--- config.mk ---
export PLATFORM = sky130hd
export DESIGN_NAME = touch_contact_slot_tracker_core
export DESIGN_NICKNAME = d
export VERILOG_FILES = /design/src/sv/tcst_pkg.sv /design/src/sv/touch_contact_slot_tracker_core.sv /design/src/sv/tcst_dp.sv /design/src/sv/tcst_ctrl.sv
export SDC_FILE = /design/constraint.sdc
export NUM_CORES = 1
export LEC_CHECK = 0
export BUFFER_PORTS_ARGS = -buffer_cell sky130_fd_sc_hd__buf_2
export CAP_MARGIN = 20
export CELL_PAD_IN_SITES_DETAIL_PLACEMENT = 1
export CELL_PAD_IN_SITES_GLOBAL_PLACEMENT = 1
export CORE_UTILIZATION = 40
export CTS_BUF_LIST = sky130_fd_sc_hd__clkbuf_16
export CTS_CLUSTER_DIAMETER = 80
export DETAILED_ROUTE_END_ITERATION = 16
export GPL_ROUTABILITY_DRIVEN = 0
export PLACE_DENSITY = 0.65
export SYNTH_ARGS = -nofsm -noshare
export SYNTH_HDL_FRONTEND = slang
export SYNTH_SLANG_ARGS = --single-unit
--- constraint.sdc ---
create_clock -name clk -period 8.1 [get_ports clk]
set_input_delay 1.62 -clock clk [delete_from_list [all_inputs] [get_ports clk]]
set_output_delay 1.62 -clock clk [all_outputs]
set_load 0.02 [all_outputs]
--- src/sv/tcst_pkg.sv ---
// ----------------------------------------------------------------------------
// tcst_pkg
// Shared types and constants for the touch contact slot tracker.
// ----------------------------------------------------------------------------
package tcst_pkg;

  // Table geometry.
  localparam int SLOT_COUNT = 5;
  localparam int COORD_BITS = 16;
  localparam int ID_W       = 32;
  localparam int PHASE_W    = 3;
  localparam int RAD_W      = 15;

  // Slot index and active-count widths.
  localparam int IDX_W   = (SLOT_COUNT > 1) ? $clog2(SLOT_COUNT) : 1;
  localparam int CNT_RAW = $clog2(SLOT_COUNT + 1);
  localparam int CNT_W   = (CNT_RAW > 3) ? CNT_RAW : 3;

  // The reported count saturates at seven.
  localparam int FULL_CNT = (SLOT_COUNT > 7) ? 7 : SLOT_COUNT;

  // Width that holds either a coordinate difference or the radius.
  localparam int CMP_W = (COORD_BITS + 1 > RAD_W) ? COORD_BITS + 1 : RAD_W + 1;
  localparam int SQ_W  = 2 * RAD_W;

  // Phase codes with special meaning.
  localparam logic [PHASE_W-1:0] PHASE_ENDED   = 3'd3;
  localparam logic [PHASE_W-1:0] PHASE_INVALID = 3'd5;

  // Item commands.
  typedef enum logic [1:0] {
    CMD_TOUCH     = 2'd0,
    CMD_FRAME     = 2'd1,
    CMD_HIT_ENDED = 2'd2,
    CMD_HIT_ANY   = 2'd3
  } cmd_t;

  typedef struct packed {
    cmd_t                          cmd;
    logic [ID_W-1:0]               contact_id;
    logic [PHASE_W-1:0]            phase;
    logic signed [COORD_BITS-1:0]  x_pos;
    logic signed [COORD_BITS-1:0]  y_pos;
    logic [RAD_W-1:0]              radius;
  } in_item_t;

  typedef struct packed {
    logic       hit;
    logic [2:0] active_count;
    logic       dropped;
  } out_item_t;

  // Commands from the controller to the datapath.
  typedef struct packed {
    logic load;
    logic clr_idx;
    logic inc_idx;
    logic scan;
    logic commit;
    logic clear_ended;
    logic sq_r;
    logic diff;
    logic sq_x;
    logic sq_y;
    logic check;
    logic report;
  } dp_ctl_t;

  // Status from the datapath to the controller.
  typedef struct packed {
    logic last;
    logic slot_ok;
    logic slot_hit;
  } dp_sts_t;

endpackage

--- src/sv/touch_contact_slot_tracker_core.sv ---
// ----------------------------------------------------------------------------
// touch_contact_slot_tracker_core
// Touch contact table with touch events, frame updates and radius hit tests.
// ----------------------------------------------------------------------------
//
//   channel   ports                     handshake
//   -------   -----------------------   ------------------------------------
//   input     start, busy, in_item      item taken when start && !busy
//   result    out_valid, out_item       one-cycle strobe, cannot be held off
//
// A touch event makes one id compare per slot. A hit test squares the radius
// once and then, for each slot inside the radius box, steps through the
// difference, the squares of dx and dy on the shared squaring multiplier and
// the check; a hit ends the scan early.
// The result strobe comes in the cycle in which busy falls.
// Reset is synchronous and active low; it empties the table.
// ----------------------------------------------------------------------------
module touch_contact_slot_tracker_core (
  input  logic                clk,
  input  logic                rst_n,
  input  logic                start,
  output logic                busy,
  input  tcst_pkg::in_item_t  in_item,
  output logic                out_valid,
  output tcst_pkg::out_item_t out_item
);
  import tcst_pkg::*;

  dp_ctl_t ctl;
  dp_sts_t sts;

  // Sequencer.
  tcst_ctrl u_ctrl (
    .clk       (clk),
    .rst_n     (rst_n),
    .start     (start),
    .cmd       (in_item.cmd),
    .sts       (sts),
    .ctl       (ctl),
    .busy      (busy),
    .out_valid (out_valid)
  );

  // Slot table and arithmetic.
  tcst_dp u_dp (
    .clk      (clk),
    .rst_n    (rst_n),
    .in_item  (in_item),
    .ctl      (ctl),
    .sts      (sts),
    .out_item (out_item)
  );

`ifndef SYNTHESIS
  // An accepted item makes the block busy in the next cycle.
  a_accept_busy: assert property (@(posedge clk) disable iff (!rst_n)
    (start && !busy) |=> busy)
    else $error("accepted item did not raise busy");

  // Every item runs through at least one working state before ST_REPORT, so strobes never touch.
  a_strobe_single: assert property (@(posedge clk) disable iff (!rst_n)
    out_valid |=> !out_valid)
    else $error("result strobe longer than one cycle");

  // A dropped event means every slot was in use.
  a_drop_full: assert property (@(posedge clk) disable iff (!rst_n)
    (out_valid && out_item.dropped) |-> (out_item.active_count == 3'(FULL_CNT)))
    else $error("event dropped while a slot was free");

  // A result appears only as an item finishes.
  a_strobe_end: assert property (@(posedge clk) disable iff (!rst_n)
    out_valid |-> ($past(busy) && !busy))
    else $error("result strobe outside the end of an item");
`endif

endmodule

--- src/sv/tcst_dp.sv ---
// ----------------------------------------------------------------------------
// tcst_dp
// Datapath: slot table, scan index, shared squaring multiplier and result
// register.
// ----------------------------------------------------------------------------
module tcst_dp (
  input  logic               clk,
  input  logic               rst_n,
  input  tcst_pkg::in_item_t in_item,
  input  tcst_pkg::dp_ctl_t  ctl,
  output tcst_pkg::dp_sts_t  sts,
  output tcst_pkg::out_item_t out_item
);
  import tcst_pkg::*;

  // Slot table.
  logic [ID_W-1:0]              ident_r [SLOT_COUNT];
  logic [PHASE_W-1:0]           phase_r [SLOT_COUNT];
  logic signed [COORD_BITS-1:0] x_r     [SLOT_COUNT];
  logic signed [COORD_BITS-1:0] y_r     [SLOT_COUNT];

  // Working registers for one item.
  in_item_t         item_r;
  logic [IDX_W-1:0] idx_r;
  logic             match_found_r;
  logic [IDX_W-1:0] match_idx_r;
  logic             free_found_r;
  logic [IDX_W-1:0] free_idx_r;
  logic             hit_r;
  logic             dropped_r;
  logic [RAD_W-1:0] dx_r;
  logic [RAD_W-1:0] dy_r;
  logic [SQ_W-1:0]  r2_r;
  logic [SQ_W-1:0]  sqx_r;
  logic [SQ_W-1:0]  sqy_r;
  out_item_t        out_r;

  logic signed [CMP_W-1:0] dxs;
  logic signed [CMP_W-1:0] dys;
  logic [CMP_W-1:0]        dx_abs;
  logic [CMP_W-1:0]        dy_abs;
  logic                    qual;
  logic [RAD_W-1:0]        mul_a;
  logic [SQ_W-1:0]         prod;
  logic [SQ_W:0]           dist2;
  logic [IDX_W-1:0]        sel;
  logic [CNT_W-1:0]        cnt;

  // Item capture at accept.
  always_ff @(posedge clk) begin
    if (ctl.load) begin
      item_r <= in_item;
    end
  end

  // Scan index.
  always_ff @(posedge clk) begin
    if (!rst_n) begin
      idx_r <= '0;
    end else if (ctl.clr_idx) begin
      idx_r <= '0;
    end else if (ctl.inc_idx) begin
      idx_r <= idx_r + IDX_W'(1);
    end
  end

  assign sts.last = (idx_r == IDX_W'(SLOT_COUNT - 1));

  // Distance terms of the slot under the index.
  assign dxs    = CMP_W'(x_r[idx_r]) - CMP_W'(item_r.x_pos);
  assign dys    = CMP_W'(y_r[idx_r]) - CMP_W'(item_r.y_pos);
  assign dx_abs = dxs[CMP_W-1] ? CMP_W'(-dxs) : CMP_W'(dxs);
  assign dy_abs = dys[CMP_W-1] ? CMP_W'(-dys) : CMP_W'(dys);
  assign qual   = (item_r.cmd == CMD_HIT_ENDED) ? (phase_r[idx_r] == PHASE_ENDED)
                                                : (phase_r[idx_r] != PHASE_INVALID);
  assign sts.slot_ok = qual && (dx_abs <= CMP_W'(item_r.radius))
                            && (dy_abs <= CMP_W'(item_r.radius));

  // Shared squaring multiplier.
  always_comb begin
    if (ctl.sq_r) begin
      mul_a = item_r.radius;
    end else if (ctl.sq_x) begin
      mul_a = dx_r;
    end else begin
      mul_a = dy_r;
    end
  end
  assign prod = mul_a * mul_a;

  always_ff @(posedge clk) begin
    if (ctl.diff) begin
      dx_r <= dx_abs[RAD_W-1:0];
      dy_r <= dy_abs[RAD_W-1:0];
    end
    if (ctl.sq_r) begin
      r2_r <= prod;
    end
    if (ctl.sq_x) begin
      sqx_r <= prod;
    end
    if (ctl.sq_y) begin
      sqy_r <= prod;
    end
  end

  // Squared distance against squared radius.
  assign dist2        = (SQ_W + 1)'(sqx_r) + (SQ_W + 1)'(sqy_r);
  assign sts.slot_hit = (dist2 <= (SQ_W + 1)'(r2_r));

  // Slot selection for a touch event: a matching id wins over a free slot.
  assign sel = match_found_r ? match_idx_r : free_idx_r;

  // Per-item flags.
  always_ff @(posedge clk) begin
    if (!rst_n) begin
      match_found_r <= 1'b0;
      free_found_r  <= 1'b0;
      hit_r         <= 1'b0;
      dropped_r     <= 1'b0;
    end else if (ctl.load) begin
      match_found_r <= 1'b0;
      free_found_r  <= 1'b0;
      hit_r         <= 1'b0;
      dropped_r     <= 1'b0;
    end else begin
      if (ctl.scan && !match_found_r && (ident_r[idx_r] == item_r.contact_id)) begin
        match_found_r <= 1'b1;
      end
      if (ctl.scan && !free_found_r && (phase_r[idx_r] == PHASE_INVALID)) begin
        free_found_r <= 1'b1;
      end
      if (ctl.commit && !match_found_r && !free_found_r) begin
        dropped_r <= 1'b1;
      end
      if (ctl.check && sts.slot_hit) begin
        hit_r <= 1'b1;
      end
    end
  end

  // First matching and first free index.
  always_ff @(posedge clk) begin
    if (ctl.scan && !match_found_r) begin
      match_idx_r <= idx_r;
    end
    if (ctl.scan && !free_found_r) begin
      free_idx_r <= idx_r;
    end
  end

  // Identifier and phase: written by touch events, freed by frame updates.
  always_ff @(posedge clk) begin
    if (!rst_n) begin
      for (int i = 0; i < SLOT_COUNT; i++) begin
        ident_r[i] <= '0;
        phase_r[i] <= PHASE_INVALID;
      end
    end else if (ctl.commit && (match_found_r || free_found_r)) begin
      ident_r[sel] <= item_r.contact_id;
      phase_r[sel] <= item_r.phase;
    end else if (ctl.clear_ended) begin
      for (int i = 0; i < SLOT_COUNT; i++) begin
        if (phase_r[i] == PHASE_ENDED) begin
          ident_r[i] <= '0;
          phase_r[i] <= PHASE_INVALID;
        end
      end
    end
  end

  // Positions carry no reset; they are read only for slots in use.
  always_ff @(posedge clk) begin
    if (ctl.commit && (match_found_r || free_found_r)) begin
      x_r[sel] <= item_r.x_pos;
      y_r[sel] <= item_r.y_pos;
    end
  end

  // Active slot count over the whole table.
  always_comb begin
    cnt = '0;
    for (int i = 0; i < SLOT_COUNT; i++) begin
      cnt = cnt + CNT_W'(phase_r[i] != PHASE_INVALID);
    end
  end

  // Result register.
  always_ff @(posedge clk) begin
    if (ctl.report) begin
      out_r.hit          <= hit_r;
      out_r.dropped      <= dropped_r;
      out_r.active_count <= (cnt > CNT_W'(7)) ? 3'd7 : cnt[2:0];
    end
  end

  assign out_item = out_r;

endmodule

--- src/sv/tcst_ctrl.sv ---
// ----------------------------------------------------------------------------
// tcst_ctrl
// Controller: sequences slot scans, the hit-test steps and the result strobe.
// ----------------------------------------------------------------------------
module tcst_ctrl (
  input  logic              clk,
  input  logic              rst_n,
  input  logic              start,
  input  tcst_pkg::cmd_t    cmd,
  input  tcst_pkg::dp_sts_t sts,
  output tcst_pkg::dp_ctl_t ctl,
  output logic              busy,
  output logic              out_valid
);
  import tcst_pkg::*;

  typedef enum logic [9:0] {
    ST_IDLE   = 10'b00_0000_0001,
    ST_SCAN   = 10'b00_0000_0010,
    ST_COMMIT = 10'b00_0000_0100,
    ST_CLEAR  = 10'b00_0000_1000,
    ST_RSQ    = 10'b00_0001_0000,
    ST_DIFF   = 10'b00_0010_0000,
    ST_SQX    = 10'b00_0100_0000,
    ST_SQY    = 10'b00_1000_0000,
    ST_CHECK  = 10'b01_0000_0000,
    ST_REPORT = 10'b10_0000_0000
  } state_t;

  state_t state_r, state_nxt;
  logic   out_valid_r;

  // Next state and datapath commands.
  always_comb begin
    state_nxt = state_r;
    ctl       = '0;
    case (state_r)
      ST_IDLE: begin
        if (start) begin
          ctl.load    = 1'b1;
          ctl.clr_idx = 1'b1;
          case (cmd)
            CMD_TOUCH: state_nxt = ST_SCAN;
            CMD_FRAME: state_nxt = ST_CLEAR;
            default:   state_nxt = ST_RSQ;
          endcase
        end
      end
      ST_SCAN: begin
        ctl.scan = 1'b1;
        if (sts.last) begin
          state_nxt = ST_COMMIT;
        end else begin
          ctl.inc_idx = 1'b1;
        end
      end
      ST_COMMIT: begin
        ctl.commit = 1'b1;
        state_nxt  = ST_REPORT;
      end
      ST_CLEAR: begin
        ctl.clear_ended = 1'b1;
        state_nxt       = ST_REPORT;
      end
      ST_RSQ: begin
        ctl.sq_r  = 1'b1;
        state_nxt = ST_DIFF;
      end
      // Slots that fail the phase or box test are skipped without squaring.
      ST_DIFF: begin
        ctl.diff = 1'b1;
        if (sts.slot_ok) begin
          state_nxt = ST_SQX;
        end else if (sts.last) begin
          state_nxt = ST_REPORT;
        end else begin
          ctl.inc_idx = 1'b1;
        end
      end
      ST_SQX: begin
        ctl.sq_x  = 1'b1;
        state_nxt = ST_SQY;
      end
      ST_SQY: begin
        ctl.sq_y  = 1'b1;
        state_nxt = ST_CHECK;
      end
      // A hit ends the scan early.
      ST_CHECK: begin
        ctl.check = 1'b1;
        if (sts.slot_hit || sts.last) begin
          state_nxt = ST_REPORT;
        end else begin
          ctl.inc_idx = 1'b1;
          state_nxt   = ST_DIFF;
        end
      end
      ST_REPORT: begin
        ctl.report = 1'b1;
        state_nxt  = ST_IDLE;
      end
      default: begin
        state_nxt = ST_IDLE;
      end
    endcase
  end

  // State and result strobe.
  always_ff @(posedge clk) begin
    if (!rst_n) begin
      state_r     <= ST_IDLE;
      out_valid_r <= 1'b0;
    end else begin
      state_r     <= state_nxt;
      out_valid_r <= (state_r == ST_REPORT);
    end
  end

  assign busy      = (state_r != ST_IDLE);
  assign out_valid = out_valid_r;

endmodule
Word-level counts from Yosys, hierarchy flattened. Memory sizes are Yosys's and may differ from the RTL's. A register that Yosys moved wholly into a read port is not among the register bits. Index checks and enable logic that the tools add are counted.

Bits in registers: 233. RAM bits: 335. Memories: 4.

Add/sub/neg operators: 10. Multiply operators: 1. $lt $le $gt $ge: 4. Equality and inequality tests: 31. Mux-type cells: 82. Bitwise logic cells: 11. Reduce and logical (&&, ||, !) cells: 21.

Memories: u_dp.ident_r (words 5, bits a word 32, rd ports 1, clocked after memory_dff 1, wr ports 5, RTL line tcst_dp.sv:17) `logic [ID_W-1:0] ident_r [SLOT_COUNT];`; u_dp.x_r (words 5, bits a word 16, rd ports 1, clocked after memory_dff 1, wr ports 1, RTL line tcst_dp.sv:19) `logic signed [COORD_BITS-1:0] x_r [SLOT_COUNT];`; u_dp.y_r (words 5, bits a word 16, rd ports 1, clocked after memory_dff 1, wr ports 1, RTL line tcst_dp.sv:20) `logic signed [COORD_BITS-1:0] y_r [SLOT_COUNT];`; u_dp.phase_r (words 5, bits a word 3, rd ports 6, clocked after memory_dff 1, wr ports 5, RTL line tcst_dp.sv:18) `logic [PHASE_W-1:0] phase_r [SLOT_COUNT];`.

Operators by type and width (number): 2-to-1 mux 32 bit (6); case mux 10 bit (8 select lines) (1); 2-to-1 mux 3 bit (17); 2-to-1 mux 10 bit (5); 2-to-1 mux 1 bit (45); <= comparator 17 x 15 -> 1 bit (2); 2-to-1 mux 17 bit (2); negator 17 bit (2); subtractor 16 x 16 -> 17 bit (2); == test 32 bit (1); OR reduction 32 bit (1); adder 30 x 30 -> 31 bit (1); <= comparator 31 x 30 -> 1 bit (1); multiplier 15 x 15 -> 30 bit (1); 2-to-1 mux 15 bit (2); == test 3 x 2 -> 1 bit, second input constant (6); != test 3 bit, second input constant (6); == test 10 x 1 -> 1 bit, second input constant (1); == test 10 bit, second input constant (1); == test 10 x 2 -> 1 bit, second input constant (1); == test 10 x 3 -> 1 bit, second input constant (1); == test 10 x 4 -> 1 bit, second input constant (1); == test 10 x 5 -> 1 bit, second input constant (1); == test 10 x 6 -> 1 bit, second input constant (1); other kinds (26) (52).

Logic depth before layout (Yosys ltp).
Word-level depth: 10. Gate-level depth with buffers: 35. Depth with buffers taken out: 33.

By module. A second synthesis with hierarchy kept.

Cells, all modules: 2706. Area, all modules: 36955.4 sq um.

Modules (own cells, without submodules): tcst_dp (instances 1, cells each 2614, area an instance 36124.6 sq um); tcst_ctrl (instances 1, cells each 92, area an instance 830.8 sq um).

Worst setup path after synthesis. No wires, ideal clock.

Kind: flip-flop to flip-flop. Start point: register u_ctrl.state_r[1]. End point: register u_dp.r2_r[28] (data pin). Library setup time: 0.267 ns. Arrival time: 7.416 ns. Required time: 7.833 ns. Slack: 0.417 ns. Stages on the path, launching flop included: 29. Buffers on the path: 1. Clock period less this slack: 7.683 ns. Cell sequence: dfxtp_1 nor2_1 nand2_1 or3_1 nor3_1 nand3b_1 clkbuf_1 a21oi_1 clkinv_1 nor2_1 inv_1 fa_1 inv_1 fa_1 fa_1 fa_1 fa_1 inv_1 fa_1 inv_1 ha_1 a211oi_1 o41ai_1 a21oi_1 nor2b_1 o41ai_1 o21bai_1 a21oi_1 xnor2_1.

Longest elaborated chain between the ends: 5.

RTL lines: start: declaration (RTL line tcst_ctrl.sv:30) `state_t state_r, state_nxt;`; start signal: assignment (RTL line tcst_ctrl.sv:114) `state_r <= state_nxt;`; == test 10 x 7 -> 1 bit (RTL line tcst_ctrl.sv:37) `case (state_r)`; 2-to-1 mux 1 bit (RTL line tcst_ctrl.sv:37); 2-to-1 mux 15 bit (RTL line tcst_dp.sv:83) `end else if (ctl.sq_x) begin`; 2-to-1 mux 15 bit * (RTL line tcst_dp.sv:81) `if (ctl.sq_r) begin`; multiplier 15 x 15 -> 30 bit * (RTL line tcst_dp.sv:89) `assign prod = mul_a * mul_a;`; named net u_dp.prod[28] (RTL line tcst_dp.sv:44) `logic [SQ_W-1:0] prod;`; end signal: assignment (RTL line tcst_dp.sv:97) `r2_r <= prod;`; end: declaration (RTL line tcst_dp.sv:33) `logic [SQ_W-1:0] r2_r;`.

The timed path passes the listed nets; every way through them passes the cells marked *. A chain may end at the register's enable or synchronous reset.

Final worst setup path.
Start point: register u_ctrl.state_r[1]. End point: register u_dp.sqy_r[28] (data pin).

Longest elaborated chain between the ends: 5.

RTL lines: == test 10 x 7 -> 1 bit (RTL line tcst_ctrl.sv:37); 2-to-1 mux 1 bit (RTL line tcst_ctrl.sv:37); 2-to-1 mux 15 bit (RTL line tcst_dp.sv:83); 2-to-1 mux 15 bit * (RTL line tcst_dp.sv:81); multiplier 15 x 15 -> 30 bit * (RTL line tcst_dp.sv:89); named net u_dp.prod[28] (RTL line tcst_dp.sv:44); end signal: assignment (RTL line tcst_dp.sv:103) `sqy_r <= prod;`; end: declaration (RTL line tcst_dp.sv:35) `logic [SQ_W-1:0] sqy_r;`.

Marked as above.

==> results.yml <==
place:
  placedCellCount: 4055
  dp_worst_setup_slack_ns: -0.05596
  port_buffers: 93
  dp_hpwl_mm: 62.00
timing:
  setup_tns_ns: 0
  finClkSkew_ns: 0.02412
  hold_violations: 0
  clock.fmax_mhz: 130.1
  setup_viol: 0
  fin_ws_ns: 0.4119
  period_needed_ns: 7.688
  worst_pin_slew_ns: 1.091
  period_share: 0.9492
  slew_violations: 0
  max-slew-margin-rel: 0.2724
synthesis:
  ys_seq_elements: 673
  syn-cell-area_sq_um: 37200
  synthCells: 2761
  ys_types: 85
  synth_edf_count: 652
  synth_commonest_cells: "652 x edfxtp_1, 296 x inv_1, 213 x ha_1, 167 x nor2_1, 145 x and3_1"
  syn_nets: 3202
  synthTopCellsByArea: "edfxtp_1 53%, fa_1 7.6%, ha_1 7.2%"
  synth_top_area_frac: 0.5263
  syn_avg_cell_area_sq_um: 13.47
  ys.flop_type: "edfxtp_1"
  yosysSeqAreaShare: 0.5376
  ys_warn_count: 0
  synth_area_leader_cell: "edfxtp_1"
  synth_most_common_cell: "edfxtp_1"
  async_reset_ff_frac: 0
detailed_routing:
  drt_first_pass_iters: 6
  wl_per_cell_microns: 21.83
  first_iter_violations: 1390
  drc_errors: 0
  routed_wl_mm: 91.80
  vias_per_cell: 5.340
  num_vias: 22454
  antenna_left: 0
setup_path:
  critPathMaxFanout: 36
  required_ns: 8.46
  crit_slowest_cell: "fa_1"
  slowest_delay_ns: 0.55
  crit_type: "flop to flop"
  crit_arrival_ns: 8.05
  endpoint_kind: "flop"
  r2r-end: "u_dp.sqy_r[28]"
  r2r_setup_slack_ns: 0.41
  reg2regPathDepth: 34
  startpoint_type: "flop"
  r2r-start: "u_ctrl.state_r[1]"
  worstSetupStartpoint: "u_ctrl.state_r[1]"
clock_network:
  cts-htree-levels: 3
  cts_root_buffer: "clkbuf_16"
  clk_latency_ns: 0.63
  cts_num_sinks: 673
  cts_buffer_depth: 3
  cts_tree: "yes"
  numCtsBuffers: 78
  cts.clk_slew.worst_paths_ns: 0.05
global_routing:
  grt-ovfl-total: 0
  grt_max_degree: 96
  grtUsageTotal: 0.1973
  grt_pass1_vias: 24815
  grt_pass1_wl_mm: 143.8
  grt_antenna_before_repair: 4
power_and_ir_drop:
  peakVddDrop_v: 0.0001543
  powerDensity_nw_per_um2: 232.9
  power.leakage_nw: 16.80
floorplanning:
  pin_count: 94
  die_x_microns: 307.0
  dieArea_sq_um: 94220
  core_sq_um: 91940
  die_h_microns: 307.0
  num_rows: 111
  start_util: 0.4046
layout:
  fillCellCount: 9373
  final_nets: 3341
  final_cell_count_no_fill: 4205
  final_layout_size_suffix_gt1_frac: 0.1550
  area_growth_pct: 13.38
worst_hold_path:
  min_from: "u_dp.hit_r"
  worstHoldEndpoint: "u_dp.out_item[4]"
  worstHoldPathType: "flop to flop"
  hold_depth: 0
run:
  maxCapViolations: 0
status:
  status: "finished clean"
## power breakdown
part	total, W	switching, W	internal (W)
clock network	0.00358	0.00143	0.00215
logic	0.00201	0.00122	0.000784
registers	0.00424	0.0000847	0.00415
total	0.00982	0.00273	0.00709
## layer usage
metal	vias up	wire length (microns)	global-route usage	share of wire
met5	-	23	0	0.00025
met4	4	1791	0.04907	0.020
met3	136	3206	0.02867	0.035
met2	372	44650	0.3371	0.49
met1	11594	42130	0.2637	0.46
li1	10348	-	-	-
## what timing repair did
action                                  in CTS  in global routing
gates resized for setup                      1                 17
hold buffers                                 0                  0
setup buffers                                0                  7
endpoints found under the setup margin       6                 33
## kinds of logic after synthesis
family                   synth area share
flip-flops                         0.5376
AND/OR/NAND/NOR                   0.09300
buffers and inverters             0.04016
adder cells (fa/ha/maj)            0.1475
AO/OA/AOI/OAI                     0.06344
multiplexers                      0.08762
XOR/XNOR                          0.03061
## state kept, by name, summed over array words and instances, names as in the netlist, 3 cells and up, named ones only
| name | count |
|---|---|
| u_dp.ident_r | 256 |
| u_dp.item_r | 84 |
| u_dp.x_r | 80 |
| u_dp.y_r | 80 |
| u_dp.r2_r | 29 |
| u_dp.sqx_r | 29 |
| u_dp.sqy_r | 29 |
| u_dp.phase_r | 24 |
| u_dp.dx_r | 15 |
| u_dp.dy_r | 15 |
| u_ctrl.state_r | 10 |
| u_dp.out_item | 5 |
| u_dp.free_idx_r | 3 |
| u_dp.idx_r | 3 |
| u_dp.match_idx_r | 3 |
## placed cells by master, fill, tap and decap left out, drive strengths merged, types with 6 or more instances in the layout
cell type,Yosys,final
nor3,30,30
nor3b,6,6
nand2b,28,28
a221oi,6,6
clkbuf,71,82
nand2,127,127
a31oi,10,10
inv,296,315
edfxtp,652,652
a21o,58,58
a211o,6,6
o211ai,6,6
o21ai,59,59
a211oi,20,20
nor2,168,168
or3,10,10
nor4,13,13
nand4b,6,6
and2,50,50
dfxtp,21,21
o21a,13,13
ha,213,213
o21bai,18,18
mux2i,59,59
xnor2,95,95
buf,23,153
nor2b,14,14
bufinv,0,11
mux4,102,102
mux2,33,33
xor2,35,35
and3,145,145
nand4,20,20
or2,7,7
clkinv,7,33
nand3b,11,11
nand3,17,17
a21oi,97,97
fa,141,141
## worst max-delay path, delay by kind of cell (launching register included)
family / cells / cell delay (ns)
XOR/XNOR: 1 / 0.13
AND/OR/NAND/NOR: 8 / 1.19
AO/OA/AOI/OAI: 9 / 1.50
flip-flops: 1 / 0.36
adder cells (fa/ha/maj): 7 / 3.23
buffers and inverters: 9 / 0.98
## metrics by stage
stage               total power [W]  utilization  instance area (sq um)  hold slack (ns)
floorplan                  0.005696            -                  37200           0.4090
global placement           0.006183       0.4285                  39390           0.4222
detailed placement         0.006299       0.4285                  39390           0.4253
CTS                        0.009912       0.4570                  42010           0.4409
global route                0.01031       0.4587                  42170           0.4608
finish                     0.009824       0.4587                  42180           0.4424
## cell type report
class / count / area (sq um) / share of cell area
repair buffers: 153 / 967.2 / 0.02293
clock inverters: 59 / 566.8 / 0.01344
clock buffers: 82 / 2052 / 0.04865
diodes: 1 / 2.502 / 0.00005933
inverters: 303 / 1161 / 0.02753
flip-flops and latches: 673 / 20010 / 0.4745
multi-input cells: 1691 / 15860 / 0.3761
well taps: 1243 / 1555 / 0.03688
## worst max-delay path by stage
stage                     slack (ns)             end
after floorplan                 0.42   u_dp.r2_r[28]
after global placement          0.25   u_dp.r2_r[28]
after detailed placement       -0.06  u_dp.sqy_r[28]
after CTS                        0.1   u_dp.r2_r[28]
after global routing           -0.04   u_dp.r2_r[28]
final                           0.41  u_dp.sqy_r[28]
Power figures use the tool's default switching activity.
